===== src/rgbe_pkg.sv =====
package rgbe_pkg;

    localparam int INFO_W     = 16;
    localparam int CHECK_W    = 10;
    localparam int BLOCK_W    = INFO_W + CHECK_W;
    localparam int NUM_BLOCKS = 4;
    localparam int IDX_W      = 2;
    localparam int CFG_IDX_W  = 3;

    // Depth of the queue between front and back, and the widths derived from it.
    localparam int QUEUE_DEPTH = 2;
    localparam int QPTR_W      = (QUEUE_DEPTH > 1) ? $clog2(QUEUE_DEPTH) : 1;
    localparam int QCNT_W      = $clog2(QUEUE_DEPTH + 1);

    typedef logic [INFO_W-1:0]  info_t;
    typedef logic [CHECK_W-1:0] check_t;
    typedef logic [BLOCK_W-1:0] block_t;
    typedef logic [IDX_W-1:0]   blk_idx_t;

    // Configuration register indexes.
    typedef enum logic [CFG_IDX_W-1:0] {
        REG_OFFSET_A       = 3'd0,
        REG_OFFSET_B       = 3'd1,
        REG_OFFSET_C       = 3'd2,
        REG_OFFSET_C_PRIME = 3'd3,
        REG_OFFSET_D       = 3'd4
    } cfg_reg_t;

    localparam check_t OFFSET_A_RST       = 10'h0FC;
    localparam check_t OFFSET_B_RST       = 10'h198;
    localparam check_t OFFSET_C_RST       = 10'h168;
    localparam check_t OFFSET_C_PRIME_RST = 10'h350;
    localparam check_t OFFSET_D_RST       = 10'h1B4;

    localparam blk_idx_t LAST_IDX = blk_idx_t'(NUM_BLOCKS - 1);

    // Remainder of x^(10+i) modulo the generator x^10+x^8+x^7+x^5+x^4+x^3+1,
    // one column of the parity matrix per information bit i.
    localparam check_t CHECK_COLS [INFO_W] = '{
        10'h1B9, 10'h372, 10'h35D, 10'h303,
        10'h3BF, 10'h2C7, 10'h037, 10'h06E,
        10'h0DC, 10'h1B8, 10'h370, 10'h359,
        10'h30B, 10'h3AF, 10'h2E7, 10'h077
    };

    // One group waiting for the back end: words and the offsets resolved for it.
    typedef struct packed {
        info_t  [NUM_BLOCKS-1:0] info;
        check_t [NUM_BLOCKS-1:0] offs;
    } group_entry_t;

    // The checkword is linear in the information bits, so it is an XOR of columns.
    function automatic check_t checkword(input info_t info);
        check_t acc;
        acc = '0;
        for (int i = 0; i < INFO_W; i++) begin
            if (info[i])
            begin
                acc = acc ^ CHECK_COLS[i];
            end
        end
        return acc;
    endfunction

endpackage


===== src/rgbe_front.sv =====
module rgbe_front
    import rgbe_pkg::*;
(
    input  logic                 clk,
    input  logic                 rst_n,
    input  logic                 cfg_wr_en,
    input  logic [CFG_IDX_W-1:0] cfg_index,
    input  check_t               cfg_data,
    input  logic                 in_valid,
    output logic                 in_stall,
    input  info_t                info_a,
    input  info_t                info_b,
    input  info_t                info_c,
    input  info_t                info_d,
    input  logic                 version_b,
    input  logic                 q_full,
    output logic                 q_push,
    output group_entry_t         q_entry
);

    check_t offset_a_reg, offset_a_next;
    check_t offset_b_reg, offset_b_next;
    check_t offset_c_reg, offset_c_next;
    check_t offset_cp_reg, offset_cp_next;
    check_t offset_d_reg, offset_d_next;

    // Writes to an index with no register behind it are dropped.
    always_comb
    begin
        offset_a_next  = offset_a_reg;
        offset_b_next  = offset_b_reg;
        offset_c_next  = offset_c_reg;
        offset_cp_next = offset_cp_reg;
        offset_d_next  = offset_d_reg;
        if (cfg_wr_en)
        begin
            case (cfg_index)
                REG_OFFSET_A:       offset_a_next  = cfg_data;
                REG_OFFSET_B:       offset_b_next  = cfg_data;
                REG_OFFSET_C:       offset_c_next  = cfg_data;
                REG_OFFSET_C_PRIME: offset_cp_next = cfg_data;
                REG_OFFSET_D:       offset_d_next  = cfg_data;
                default:            offset_a_next  = offset_a_reg;
            endcase
        end
    end

    always_ff @(posedge clk or negedge rst_n)
    begin
        if (!rst_n)
        begin
            offset_a_reg  <= OFFSET_A_RST;
            offset_b_reg  <= OFFSET_B_RST;
            offset_c_reg  <= OFFSET_C_RST;
            offset_cp_reg <= OFFSET_C_PRIME_RST;
            offset_d_reg  <= OFFSET_D_RST;
        end
        else
        begin
            offset_a_reg  <= offset_a_next;
            offset_b_reg  <= offset_b_next;
            offset_c_reg  <= offset_c_next;
            offset_cp_reg <= offset_cp_next;
            offset_d_reg  <= offset_d_next;
        end
    end

    assign in_stall = q_full;
    assign q_push   = in_valid && !q_full;

    always_comb
    begin
        q_entry.info[0] = info_a;
        q_entry.info[1] = info_b;
        q_entry.info[2] = info_c;
        q_entry.info[3] = info_d;
        q_entry.offs[0] = offset_a_reg;
        q_entry.offs[1] = offset_b_reg;
        q_entry.offs[2] = version_b ? offset_cp_reg : offset_c_reg;
        q_entry.offs[3] = offset_d_reg;
    end

endmodule


===== src/rgbe_queue.sv =====
module rgbe_queue
    import rgbe_pkg::*;
(
    input  logic         clk,
    input  logic         rst_n,
    input  logic         push,
    input  group_entry_t push_entry,
    output logic         full,
    input  logic         pop,
    output logic         head_valid,
    output group_entry_t head_entry
);

    group_entry_t              slots [QUEUE_DEPTH];
    logic [QPTR_W-1:0]         wr_ptr_reg, wr_ptr_next;
    logic [QPTR_W-1:0]         rd_ptr_reg, rd_ptr_next;
    logic [QCNT_W-1:0]         count_reg, count_next;
    logic                      do_push;
    logic                      do_pop;

    function automatic logic [QPTR_W-1:0] ptr_inc(input logic [QPTR_W-1:0] p);
        logic [QPTR_W-1:0] r;
        if (p == QPTR_W'(QUEUE_DEPTH - 1))
        begin
            r = '0;
        end
        else
        begin
            r = p + 1'b1;
        end
        return r;
    endfunction

    assign full       = (count_reg == QCNT_W'(QUEUE_DEPTH));
    assign head_valid = (count_reg != '0);
    assign head_entry = slots[rd_ptr_reg];
    assign do_push    = push && !full;
    assign do_pop     = pop && head_valid;

    always_comb
    begin
        wr_ptr_next = do_push ? ptr_inc(wr_ptr_reg) : wr_ptr_reg;
        rd_ptr_next = do_pop ? ptr_inc(rd_ptr_reg) : rd_ptr_reg;
        count_next  = count_reg;
        if (do_push && !do_pop)
        begin
            count_next = count_reg + 1'b1;
        end
        else if (do_pop && !do_push)
        begin
            count_next = count_reg - 1'b1;
        end
    end

    always_ff @(posedge clk or negedge rst_n)
    begin
        if (!rst_n)
        begin
            wr_ptr_reg <= '0;
            rd_ptr_reg <= '0;
            count_reg  <= '0;
        end
        else
        begin
            wr_ptr_reg <= wr_ptr_next;
            rd_ptr_reg <= rd_ptr_next;
            count_reg  <= count_next;
        end
    end

    always_ff @(posedge clk)
    begin
        if (do_push)
        begin
            slots[wr_ptr_reg] <= push_entry;
        end
    end

endmodule


===== src/rgbe_back.sv =====
module rgbe_back
    import rgbe_pkg::*;
(
    input  logic         clk,
    input  logic         rst_n,
    input  logic         head_valid,
    input  group_entry_t head_entry,
    output logic         pop,
    output logic         out_valid,
    input  logic         out_stall,
    output block_t       block_word,
    output blk_idx_t     block_index,
    output logic         last
);

    blk_idx_t cnt_reg, cnt_next;
    logic     out_valid_reg, out_valid_next;
    block_t   word_reg, word_next;
    blk_idx_t index_reg, index_next;
    logic     last_reg, last_next;
    logic     load;
    info_t    cur_info;
    check_t   cur_off;

    // A new word enters the output register whenever it is empty or being taken.
    assign load     = head_valid && (!out_valid_reg || !out_stall);
    assign pop      = load && (cnt_reg == LAST_IDX);
    assign cur_info = head_entry.info[cnt_reg];
    assign cur_off  = head_entry.offs[cnt_reg];

    always_comb
    begin
        cnt_next       = load ? cnt_reg + 1'b1 : cnt_reg;
        out_valid_next = out_valid_reg;
        word_next      = word_reg;
        index_next     = index_reg;
        last_next      = last_reg;
        if (load)
        begin
            out_valid_next = 1'b1;
            word_next      = {cur_info, checkword(cur_info) ^ cur_off};
            index_next     = cnt_reg;
            last_next      = (cnt_reg == LAST_IDX);
        end
        else if (!out_stall)
        begin
            out_valid_next = 1'b0;
        end
    end

    always_ff @(posedge clk or negedge rst_n)
    begin
        if (!rst_n)
        begin
            cnt_reg       <= '0;
            out_valid_reg <= 1'b0;
        end
        else
        begin
            cnt_reg       <= cnt_next;
            out_valid_reg <= out_valid_next;
        end
    end

    always_ff @(posedge clk)
    begin
        word_reg  <= word_next;
        index_reg <= index_next;
        last_reg  <= last_next;
    end

    assign out_valid   = out_valid_reg;
    assign block_word  = word_reg;
    assign block_index = index_reg;
    assign last        = last_reg;

endmodule


===== src/rds_group_block_encoder.sv =====
// The first block of a group reaches the output through the queue and then the back end's output register.
// Throughput: one 26-bit block per cycle while out_stall is low and a group is
// queued; the back end's single checkword unit and output register set that rate.
// The two-entry queue lets the front take one further group while the back end works a group.
// Reset (rst_n, asynchronous, active low) empties the queue and output register
// and loads the offset registers with the standard offsets A, B, C, C' and D.
module rds_group_block_encoder
    import rgbe_pkg::*;
(
    input  logic                 clk,
    input  logic                 rst_n,
    input  logic                 cfg_wr_en,
    input  logic [CFG_IDX_W-1:0] cfg_index,
    input  logic [CHECK_W-1:0]   cfg_data,
    input  logic                 in_valid,
    output logic                 in_stall,
    input  logic [INFO_W-1:0]    info_a,
    input  logic [INFO_W-1:0]    info_b,
    input  logic [INFO_W-1:0]    info_c,
    input  logic [INFO_W-1:0]    info_d,
    input  logic                 version_b,
    output logic                 out_valid,
    input  logic                 out_stall,
    output logic [BLOCK_W-1:0]   block_word,
    output logic [IDX_W-1:0]     block_index,
    output logic                 last
);

    // The front end holds the offset registers. For each accepted group it
    // resolves the four offsets of the group (choosing C or C' on the version
    // flag) and pushes words and offsets into the queue as one entry.
    logic         q_push;
    logic         q_full;
    group_entry_t q_entry;

    // The back end walks the head entry one block per cycle while not stalled,
    // computes the checkword with a parallel XOR network, adds the offset, and
    // registers the finished block. The entry is popped when its fourth block is loaded.
    logic         q_pop;
    logic         q_head_valid;
    group_entry_t q_head;

    rgbe_front u_front (
        .clk       (clk),
        .rst_n     (rst_n),
        .cfg_wr_en (cfg_wr_en),
        .cfg_index (cfg_index),
        .cfg_data  (cfg_data),
        .in_valid  (in_valid),
        .in_stall  (in_stall),
        .info_a    (info_a),
        .info_b    (info_b),
        .info_c    (info_c),
        .info_d    (info_d),
        .version_b (version_b),
        .q_full    (q_full),
        .q_push    (q_push),
        .q_entry   (q_entry)
    );

    // The queue decouples the two sides: input stall follows only its fill
    // level, and output stall only holds the back end's output register.
    rgbe_queue u_queue (
        .clk        (clk),
        .rst_n      (rst_n),
        .push       (q_push),
        .push_entry (q_entry),
        .full       (q_full),
        .pop        (q_pop),
        .head_valid (q_head_valid),
        .head_entry (q_head)
    );

    rgbe_back u_back (
        .clk         (clk),
        .rst_n       (rst_n),
        .head_valid  (q_head_valid),
        .head_entry  (q_head),
        .pop         (q_pop),
        .out_valid   (out_valid),
        .out_stall   (out_stall),
        .block_word  (block_word),
        .block_index (block_index),
        .last        (last)
    );

endmodule


===== config.mk =====
export PLATFORM = sky130hd
export DESIGN_NAME = rds_group_block_encoder
export DESIGN_NICKNAME = d
export VERILOG_FILES = /design/src/rgbe_pkg.sv /design/src/rgbe_front.sv /design/src/rgbe_queue.sv /design/src/rgbe_back.sv /design/src/rds_group_block_encoder.sv
export SDC_FILE = /design/constraint.sdc
export NUM_CORES = 1
export LEC_CHECK = 0
export BUFFER_PORTS_ARGS = -buffer_cell sky130_fd_sc_hd__buf_2
export CAP_MARGIN = 20
export CORE_MARGIN = 3
export CORE_UTILIZATION = 29
export CTS_CLUSTER_SIZE = 16
export DETAILED_ROUTE_END_ITERATION = 12
export PLACE_DENSITY = 0.5
export SLEW_MARGIN = 20
export SYNTH_ARGS = -nofsm -noshare
export SYNTH_HDL_FRONTEND = slang
export SYNTH_HIERARCHICAL = 1
export SYNTH_SLANG_ARGS = --single-unit
export TNS_END_PERCENT = 100

===== constraint.sdc =====
create_clock -name clk -period 6 [get_ports clk]
set_input_delay 0.9 -clock clk [delete_from_list [all_inputs] [get_ports clk]]
set_output_delay 0.9 -clock clk [all_outputs]
set_load 0.02 [all_outputs]

* Word-level counts from Yosys, hierarchy flattened *
Memory sizes are Yosys's and may differ from the RTL's.
Index checks and enable logic that the tools add are counted.

cells by class
  add/sub/neg operators = 5
  order comparisons = 1
  equality and inequality tests = 7
  muxes and demuxes = 45
  bitwise operators = 16
  reduce and logical (&&, ||, !) cells = 21

operators by type and width
  operator               number
  $mux W10               28
  $bmux W16 S2           1
  $not A5 Y5             6
  $not A6 Y6             4
  $bmux W10 S2           1
  $mux W9                2
  $mux W16               1
  $mux W7                2
  $not A7 Y7             2
  $reduce_and A2 Y1      5
  $xor A10 B10 Y10       1
  $not A9 Y9             1
  $mux W8                1
  $not A8 Y8             1
  $logic_and A1 B1 Y1    7
  $eq A3 B2 Y1 const B   2
  $mux W1                6
  $mux W6                1
  $logic_not A1 Y1       5
  $add A2 B1 Y2 const B  2
  $eq A2 B2 Y1 const B   2
  $mux W2                2
  $not A4 Y4             1
  $reduce_bool A2 Y1     2
  other kinds (8)        9

storage, ports and cells
  register bits after elaboration = 86
  memory bits (writable) = 208
  bits of input ports = 83
  output and inout bits = 31
  logic and storage cells = 109
  memories kept = 1

memories
  name           depth  width  read ports  clocked after memory_dff  write ports  RTL line          text
  u_queue.slots  2      104    1           0                         1            rgbe_queue.sv:14  group_entry_t slots [QUEUE_DEPTH];

* Logic depth before layout (Yosys ltp) *
Gate-level depths: netlist of the first run.
An unclocked memory read counts as a cell.

  word-level depth = 51
  gate-level depth with buffers = 9
  gate-level depth less buffers = 9

* Modules after synthesis *
The synthesis of the first run kept the hierarchy.

by module, submodules not included
  module      instances  cells an instance  area each (µm²)  seq. area each (µm²)
  rgbe_queue  1          343                7953.9           6346.1
  rgbe_front  1          187                2675.1           1280.0
  rgbe_back   1          111                2220.9           945.9

* Worst setup path after synthesis of the first run *
OpenSTA, ideal clock, no wires.

  path kind = input-to-reg
  start = input port in_valid
  end = memory u_queue/slots[0][0] in the netlist's numbering (enable)
  library setup time = 0.568 ns
  arrival = 5.469 ns
  required time = 5.432 ns
  slack = -0.037 ns
  cell stages on the path = 3
  buffers on the path = 0
  cells stage by stage = nor2b_1 -> nand2_1 -> nor2_1

between the ends
  longest elaborated chain between the ends = 4

ends and longest elaborated chain
  what                           RTL line                       text
  start, declared                rds_group_block_encoder.sv:15  input logic in_valid,
  $logic_and A1 B1 Y1            rgbe_front.sv:69               assign q_push = in_valid && !q_full;
  $logic_and A1 B1 Y1            rgbe_queue.sv:37               assign do_push = push && !full;
  $mux W1                        rgbe_queue.sv:73               if (do_push)
  $mux W1 (not written as such)  rgbe_queue.sv:75               slots[wr_ptr_reg] <= push_entry;
  end, declared                  rgbe_queue.sv:14

No other way between the ends.

==> impl_metrics.tcl, run 1 <==
set metrics [dict create \
    numCtsBuffers 35 \
    post-route-period-util_pct 63.2 \
    vias 5537 \
    rsz0062_at_grt "false" \
    yosys.area.top_type_share_pct 55.4 \
    seqPwrFrac_pct 36.4 \
    cp_slowest_cell "dfrtp_4" \
    wire_per_inst_um 19.3 \
    num_rows 76 \
    cp_cell_sequence "buf_12 -> mux2_2 -> mux4_2 -> xnor2_2 -> xnor2_1 -> xnor3_1" \
    ant_nets 0 \
    multi_input_area_sq_mm 0.00355 \
    drtIter0Drc 327 \
    drt_wl_total_um 25500 \
    grt_pass1_wl_um 38300 \
    clk_pin_slew_ps 60 \
    cpPeakStageDelay_ps 1080 \
    cts.repair.resized 0 \
    post-synth-top-count-cell "edfxtp_1" \
    diodes 0 \
    final_cell_area_sq_mm 0.0147 \
    grt_util_all_layers_pct 10.9 \
    setup_tns_ps 0 \
    seq_area_sq_mm 0.00858 \
    slew_violations 0 \
    grt_pass1_vias 5849 \
    cts_buffer_depth 3 \
    gp_congestion 0.665 \
    core_area_sq_mm 0.0435 \
    pwr_density_cell_mw_per_mm2 654 \
    htree_levels 2 \
    finalSetupViolCount 0 \
    post-route-min-period_ps 3790 \
    fp.dieH_um 217 \
    port_buffers 113 \
    critPathLaunchType "register" \
    dp_hpwl_um 15900 \
    drc_errors 0 \
    worstHoldPathType "register to register" \
    clkPwrFrac_pct 21.5 \
    antenna_found_initial 3 \
    cts_hold_buffers 0 \
    crit_fanout 54 \
    cts_tree "done" \
    finClkSkew_ps 22.8 \
    crit_buf_inv 1 \
    syn_nets 726 \
    netlist_instances 641 \
    postSynthAreaPerCell_sq_um 20.0 \
    timing_worst_setup_path_type "register to register" \
    gr-total-overflow 0 \
    final_util_pct 33.7 \
    peakVddDrop_uv 493 \
    drive_gt1_share_pct 54.5 \
    clockRootBuffer "clkbuf_16" \
    start_util_pct 29.6 \
    yosysWarningCount 6 \
    p_int_mw 6.72 \
    io_pins 114 \
    power.total_mw 9.58 \
    netSwitchingPower_mw 2.85 \
    p_leak_nw 5.43 \
    cts_setup_buffers 0 \
    cp.arrival_ps 4030 \
    max-cap-violations 0 \
    tightest_slew_ps 1080 \
    postSynth.asyncResetShare_pct 19.4 \
    grt_max_degree 58 \
    synth_top_area_cell "edfxtp_1" \
    yosys-top-cells-area "edfxtp_1, mux2_4, mux2_2, dfrtp_1, dfstp_2" \
    p_sw_share_pct 29.8 \
    post_dp_cell_area_sq_mm 0.0135 \
    timing.fmax_ghz 0.264 \
    timing.hold.ws_ps 459 \
    cp_top_family "flip-flops" \
    hold_violations 0 \
    cp-end-kind "register" \
    largest_register_ffs 208 \
    slew_headroom_pct 27.9 \
    synth_common_cells "edfxtp_1, mux2_2, mux2_4" \
    comb_power_share_pct 42.1 \
    die_x_um 217 \
    cp_data_required_time_ps 6240 \
    viasPerCell 4.19 \
    dr.pass1.iters 5 \
    synth-edff-count 237 \
    netlist_area_sq_mm 0.0128 \
    cts.sinks 294 \
    dieArea_sq_mm 0.0469 \
    ys_seq_elements 294 \
    max_flop_register "u_queue/slots" \
    yosys_most_used_dff "edfxtp_1" \
    syn_to_final_growth_pct 14.0 \
    clkLatencyLatePin_ps 520 \
    ys_seq_area_share_pct 66.7 \
    final.fill_count 4149 \
    layout.nets 797 \
    synth.distinct_cells 33 \
    status "completed" \
]
==> area by class of cell <==
class | instances | share of cell area (%)
clock inverters | 20 | 1.18
multi-input cells | 256 | 24.3
inverters | 2 | 0.0512
clock buffers | 42 | 6.52
well taps | 585 | 5.00
repair buffers | 123 | 4.46
flip-flops and latches | 294 | 58.5
==> cell usage in the layout (no fill, tap or decap), types with 2 or more instances in the layout <==
cell type | netlist | routed
bufinv_16 | 0 | 3
xnor2_1 | 19 | 19
mux2_2 | 85 | 85
clkinv_1 | 0 | 7
xnor3_1 | 11 | 11
buf_4 | 66 | 9
dfstp_2 | 23 | 23
xnor2_2 | 6 | 6
ha_1 | 2 | 2
edfxtp_1 | 237 | 237
clkbuf_1 | 0 | 4
clkbuf_16 | 0 | 37
nand2_1 | 2 | 2
inv_1 | 2 | 2
dfrtp_1 | 34 | 32
buf_2 | 10 | 113
clkinv_2 | 0 | 8
mux2_4 | 80 | 80
xor2_1 | 9 | 9
and4bb_1 | 3 | 3
mux4_2 | 25 | 25
==> through the flow <==
stage	worst slack, ps	instances
finish	2210	1322
global route	2050	1322
CTS	2140	1322
detailed placement	2160	1260
global placement	2220	1260
floorplan	1690	641
==> per-layer routing <==
layer	wire length, um	part of all wire (%)	up-vias	global-route usage [%]
li1	-	-	2533	-
met5	45	0.18	-	0
met3	1200	4.7	38	2.93
met1	11700	46	2843	14.7
met2	12100	47	117	17.4
met4	478	1.9	6	2.91
==> logic make-up (layout without fill, tap and decap cells) <==
group,count (synthesis),after routing,share of synthesized area (%)
AOI/OAI and AO/OA,2,2,0.117
xor gates and xnor gates,47,47,4.94
adders and majority gates,2,2,0.195
buffers and inverters,91,187,5.82
DFF,294,294,66.7
muxes,191,191,21.4
and+or+nand+nor,14,14,0.838
==> power by group through the flow <==
stage | registers (mW) | logic, mW | clock network, mW
floorplan | 3.50 | 3.37 | 0
global placement | 3.53 | 4.05 | 0
detailed placement | 3.54 | 4.11 | 0
CTS | 3.51 | 4.12 | 2.13
global route | 3.56 | 4.35 | 2.21
finish | 3.49 | 4.03 | 2.06
==> final timing paths <==
kind,from,to,slack [ps],cells past startpoint
worst min-delay path,u_front/offset_a_reg[1],u_queue/slots[1][1],460,0
max in group asynchronous,rst_n,u_queue/rd_ptr_reg,4820,2
worst max-delay path,u_queue/rd_ptr_reg,u_back/block_word[7],2210,6
min in group asynchronous,rst_n,u_front/offset_cp_reg[7],560,2
worst min register to register,u_front/offset_a_reg[1],u_queue/slots[1][1],460,0
worst max register to register,u_queue/rd_ptr_reg,u_back/block_word[7],2210,6
(Power assumes the default switching activity.)
==> run 2, diff against run 1 <==
- clock period: 6 -> 3.1 ns (I/O delays scaled with it)
==> run 2 against run 1 <==
Against the previous run: register-to-register slack lost 2100 ps; clock-buffer cell count grew 8; clock power grew 72%; die area is the same; total power grew 93%; maximum frequency grew 26%; clock skew shrank 17 ps; wire length grew 1.5%; worst setup slack lost 2100 ps; sequential power grew 86%; combinational power grew 110%; final cell count grew 0.91%; critical endpoint unchanged; largest power group unchanged.
==> impl_metrics.tcl, run 2 (synthesized netlist as in run 1, its figures left out) <==
set metrics [dict create \
    cts_tree "done" \
    final_cell_area_sq_mm 0.0147 \
    timing.fmax_ghz 0.332 \
    status "completed" \
    largest_register_ffs 208 \
    slew_headroom_pct 51.0 \
    final_util_pct 33.9 \
    final_cell_mix "edfxtp_1, buf_2, mux2_2" \
    port_buffers 113 \
    grt_pass1_vias 6119 \
    grt_util_all_layers_pct 11.0 \
    drtIter0Drc 297 \
    drc_errors 0 \
    io_pins 114 \
    antenna_found_initial 2 \
    die_x_um 217 \
    p_sw_share_pct 30.0 \
    setup_tns_ps 0 \
    netSwitchingPower_mw 5.54 \
    cp.arrival_ps 3310 \
    cp-end-kind "register" \
    post_dp_cell_area_sq_mm 0.0137 \
    pwr_density_cell_mw_per_mm2 1250 \
    seq_area_sq_mm 0.00858 \
    ant_nets 0 \
    slew_violations 0 \
    max-cap-violations 0 \
    num_rows 76 \
    clockRootBuffer "clkbuf_16" \
    start_util_pct 29.6 \
    numCtsBuffers 31 \
    final.fill_count 4187 \
    timing_worst_setup_path_type "register to register" \
    timing.hold.ws_ps 97.5 \
    post-route-period-util_pct 97.2 \
    dieArea_sq_mm 0.0469 \
    clk_pin_slew_ps 60 \
    viasPerCell 4.23 \
    peakVddDrop_uv 724 \
    p_int_mw 12.9 \
    core_area_sq_mm 0.0435 \
    vias 5642 \
    final_common_cell "edfxtp_1" \
    cts_buffer_depth 3 \
    comb_power_share_pct 45.5 \
    drt_wl_total_um 25900 \
    finalSetupViolCount 0 \
    max_flop_register "u_queue/slots" \
    wire_per_inst_um 19.4 \
    crit_fanout 19 \
    layout.nets 810 \
    gr-total-overflow 0 \
    finClkSkew_ps 6.16 \
    cp_data_required_time_ps 3390 \
    drive_gt1_share_pct 54.7 \
    grt_max_degree 88 \
    htree_levels 1 \
    dp_hpwl_um 17000 \
    gp_congestion 0.676 \
    post-route-min-period_ps 3010 \
    rsz0062_at_grt "false" \
    seqPwrFrac_pct 35.2 \
    hold_violations 0 \
    tightest_slew_ps 735 \
    syn_to_final_growth_pct 14.5 \
    multi_input_area_sq_mm 0.00355 \
    cts.sinks 294 \
    diodes 0 \
    p_leak_nw 5.46 \
    dr.pass1.iters 4 \
    fp.dieH_um 217 \
    clkLatencyLatePin_ps 550 \
    worstHoldPathType "input pin to register" \
    clkPwrFrac_pct 19.2 \
    grt_pass1_wl_um 39400 \
    critPathLaunchType "register" \
]
## run 2: cell count changes in the layout (fill, tap and decap cells not counted), moves of 2 or more
cell and change:
clkinv_2 -5, bufinv_16 -2, buf_4 +10, clkbuf_1 +7, clkbuf_8 +7, buf_12 +6, clkinv_1 -4, clkbuf_16 -6
## run 2: metal layers
| metal | up-vias | share of wire, % | global-route usage (%) |
|---|---|---|---|
| met5 | - | 0.062 | 0 |
| met4 | 4 | 1.7 | 2.67 |
| met3 | 37 | 4.4 | 2.34 |
| met2 | 110 | 47 | 18.1 |
| met1 | 2932 | 46 | 14.9 |
| li1 | 2559 | - | - |
## run 2: cell type report
cell class                      count  area share, %
Inverter                            2         0.0510
Tap cell                          585           4.98
Sequential cell                   294           58.3
Timing Repair Buffer              140           5.83
Multi-Input combinational cell    256           24.2
Clock buffer                       50           6.30
Clock inverter                      7          0.383
## run 2: timing repair
item / CTS / global route
gates resized for setup: 0 / 0
hold endpoints to repair: 12 / 0
buffers inserted: 0 / 0
hold buffers: 1 / 0
## run 2: worst paths after layout
| check | startpoint | to | slack, ps | cells past startpoint |
|---|---|---|---|---|
| setup / recovery | u_queue/rd_ptr_reg | u_back/block_word[7] | 90 | 6 |
| hold / removal | info_a[8] | u_queue/slots[0][48] | 100 | 1 |
| setup reg to reg | u_queue/rd_ptr_reg | u_back/block_word[7] | 90 | 6 |
| hold reg to reg | u_front/offset_a_reg[1] | u_queue/slots[1][1] | 470 | 0 |
| max in group asynchronous | rst_n | u_front/offset_b_reg[3] | 1890 | 3 |
| min in group asynchronous | rst_n | u_front/offset_cp_reg[7] | 510 | 2 |
## run 2: worst max-delay path, cell delays in order, from the launching register on
cell and delay, ps:
dfrtp_4 510, buf_12 200, mux2_2 350, mux4_2 530, xnor2_1 430, xnor2_1 270
xnor3_1 460
## run 2: power groups by stage
stage | logic, mW | registers [mW] | clock network (mW)
4_1_cts | 8.58 | 6.52 | 3.68
2_1_floorplan | 6.52 | 6.73 | 0
3_3_place_gp | 8.48 | 6.57 | 0
6_report | 8.41 | 6.50 | 3.55
3_5_place_dp | 8.52 | 6.59 | 0
5_1_grt | 8.98 | 6.62 | 3.83
## run 2: per-stage QoR
stage	cells	worst slack [ps]	power, mW
after floorplan	641	19.8	13.2
after global placement	1276	101	15.0
after detailed placement	1276	101	15.1
after CTS	1334	72.2	18.8
after global routing	1334	2.75	19.4
final	1334	87.1	18.5
==> run 3, diff against run 2 <==
- PLACE_DENSITY: 0.5 -> 0.49
- clock period: 3.1 -> 3.7 ns (I/O delays scaled with it)
==> run 3 against run 2 <==
Against the previous run: clock skew rose by 9.0 ps; via count fell by 1.3%; final cell count fell by 0.15%; die area did not move; highest routed layer is now met4; cell area rose by 0.40%; critical path type unchanged; sequential power fell by 16%; worst setup slack improved by 590 ps; largest cell class unchanged; sequential cell count did not move.
==> impl_metrics.tcl, run 3 (synthesized netlist as in run 1, its figures left out) <==
set metrics [dict create \
    port_buffers 113 \
    viasPerCell 4.18 \
    hold_depth 1 \
    cp.arrival_ps 3280 \
    io_pins 114 \
    gr-total-overflow 0 \
    finClkSkew_ps 15.2 \
    rsz0062_at_grt "false" \
    timing.fmax_ghz 0.331 \
    syn_to_final_growth_pct 14.9 \
    critPathLaunchType "register" \
    setup_tns_ps 0 \
    diodes 0 \
    grt_max_degree 53 \
    cts.sinks 294 \
    wire_per_inst_um 19.1 \
    clkLatencyLatePin_ps 530 \
    timing.hold.ws_ps 217 \
    clockRootBuffer "clkbuf_16" \
    start_util_pct 29.6 \
    antenna_found_initial 0 \
    hold_violations 0 \
    largest_register_ffs 208 \
    setup_ws_ps 681 \
    final_cell_mix "edfxtp_1, buf_2, mux2_2" \
    post-route-min-period_ps 3020 \
    preCtsSetupSlack_ps 644 \
    peakVddDrop_uv 631 \
    layout.cells.non_filler 1332 \
    status "completed" \
    dp_hpwl_um 16700 \
    htree_levels 2 \
    clk_pin_slew_ps 60 \
    cts_buffer_depth 3 \
    slew_violations 0 \
    finalSetupViolCount 0 \
    final_common_cell "edfxtp_1" \
    dr.pass1.iters 4 \
    numPlacedInstances 1265 \
    pwr_density_cell_mw_per_mm2 1060 \
    grt_pass1_vias 5986 \
    numCtsBuffers 36 \
    core_area_sq_mm 0.0435 \
    rr_worst_depth 7 \
    timing_worst_setup_path_type "register to register" \
    slew_headroom_pct 34.2 \
    p_leak_nw 5.48 \
    tightest_slew_ps 987 \
    post-route-period-util_pct 81.6 \
    cts_tree "done" \
    ant_nets 0 \
    max-cap-violations 0 \
    dieArea_sq_mm 0.0469 \
    num_rows 76 \
    grt_pass1_wl_um 38300 \
    crit_fanout 41 \
    cp-end-kind "register" \
    drt_wl_total_um 25400 \
    layout.nets 804 \
    gp_congestion 0.662 \
    max_flop_register "u_queue/slots" \
    grt_util_all_layers_pct 10.9 \
    drtIter0Drc 250 \
    worstHoldPathType "input pin to register" \
    cp_data_required_time_ps 3960 \
    fp.dieH_um 217 \
    drc_errors 0 \
    die_x_um 217 \
    drive_gt1_share_pct 54.2 \
    vias 5571 \
]
[run 3: changes by cell type in the layout (fill, tap and decap cells not counted)]
cell       before  now
clkbuf_8        8    2
nor4b_4         0    1
nor4b_2         1    0
inv_6           0    3
buf_12          7    8
clkinv_1        3    8
clkinv_2        3    6
clkbuf_1       11    9
buf_4          19    7
clkbuf_16      31   37
[run 3: worst paths after layout]
path / startpoint / endpoint / slack [ps]
min in group asynchronous: rst_n / u_front/offset_c_reg[4] / 560
max in group asynchronous: rst_n / u_front/offset_d_reg[5] / 2380
worst max-delay path: u_queue/rd_ptr_reg / u_back/block_word[4] / 680
worst min register to register: u_front/offset_a_reg[9] / u_queue/slots[0][9] / 470
worst min-delay path: info_a[3] / u_queue/slots[1][43] / 220
worst max register to register: u_queue/rd_ptr_reg / u_back/block_word[4] / 680
[run 3: power by group]
group | internal [mW] | leakage, nW | switching [mW] | total (mW)
combinational | 3.85 | 2.09 | 3.10 | 6.95
sequential | 5.12 | 2.85 | 0.327 | 5.45
clock | 1.95 | 0.545 | 1.31 | 3.26
total | 10.9 | 5.48 | 4.74 | 15.7
[run 3: critical path: stages (launching register included)]
cell	delay (ps)
dfrtp_4	440
buf_12	280
buf_4	520
mux2_2	410
mux4_2	470
xor2_1	170
xnor2_1	170
xnor3_1	240
[run 3: stage by stage]
step	power, mW	util, %	instance area [sq um]
global placement	12.5	31.4	13700
finish	15.7	34.0	14800
global route	16.5	34.0	14800
floorplan	11.1	-	12900
detailed placement	12.6	31.4	13700
CTS	16.0	34.0	14800
[run 3: final cells by class]
cell class                 count  area (sq um)
clock buffer                  48           987
timing repair buffer         129           788
fill                        4140         28700
tap                          585           732
clock inverter                18           116
sequential                   294          8580
inverter                       2          7.51
multi-input combinational    256          3560
[run 3: repair_timing]
action                     in CTS  in global routing
gates resized for setup         0                  0
hold endpoints to repair        2                  0
setup endpoints to repair       0                  0
setup buffers                   0                  0
hold buffers                    1                  0
[run 3: per-layer routing]
| metal | GRT usage, % | part of all wire (%) | up-vias |
|---|---|---|---|
| li1 | - | - | 2552 |
| met3 | 2.79 | 4.8 | 39 |
| met2 | 17.0 | 47 | 115 |
| met5 | 0 | 0 | - |
| met4 | 3.66 | 2.0 | 0 |
| met1 | 14.7 | 47 | 2865 |
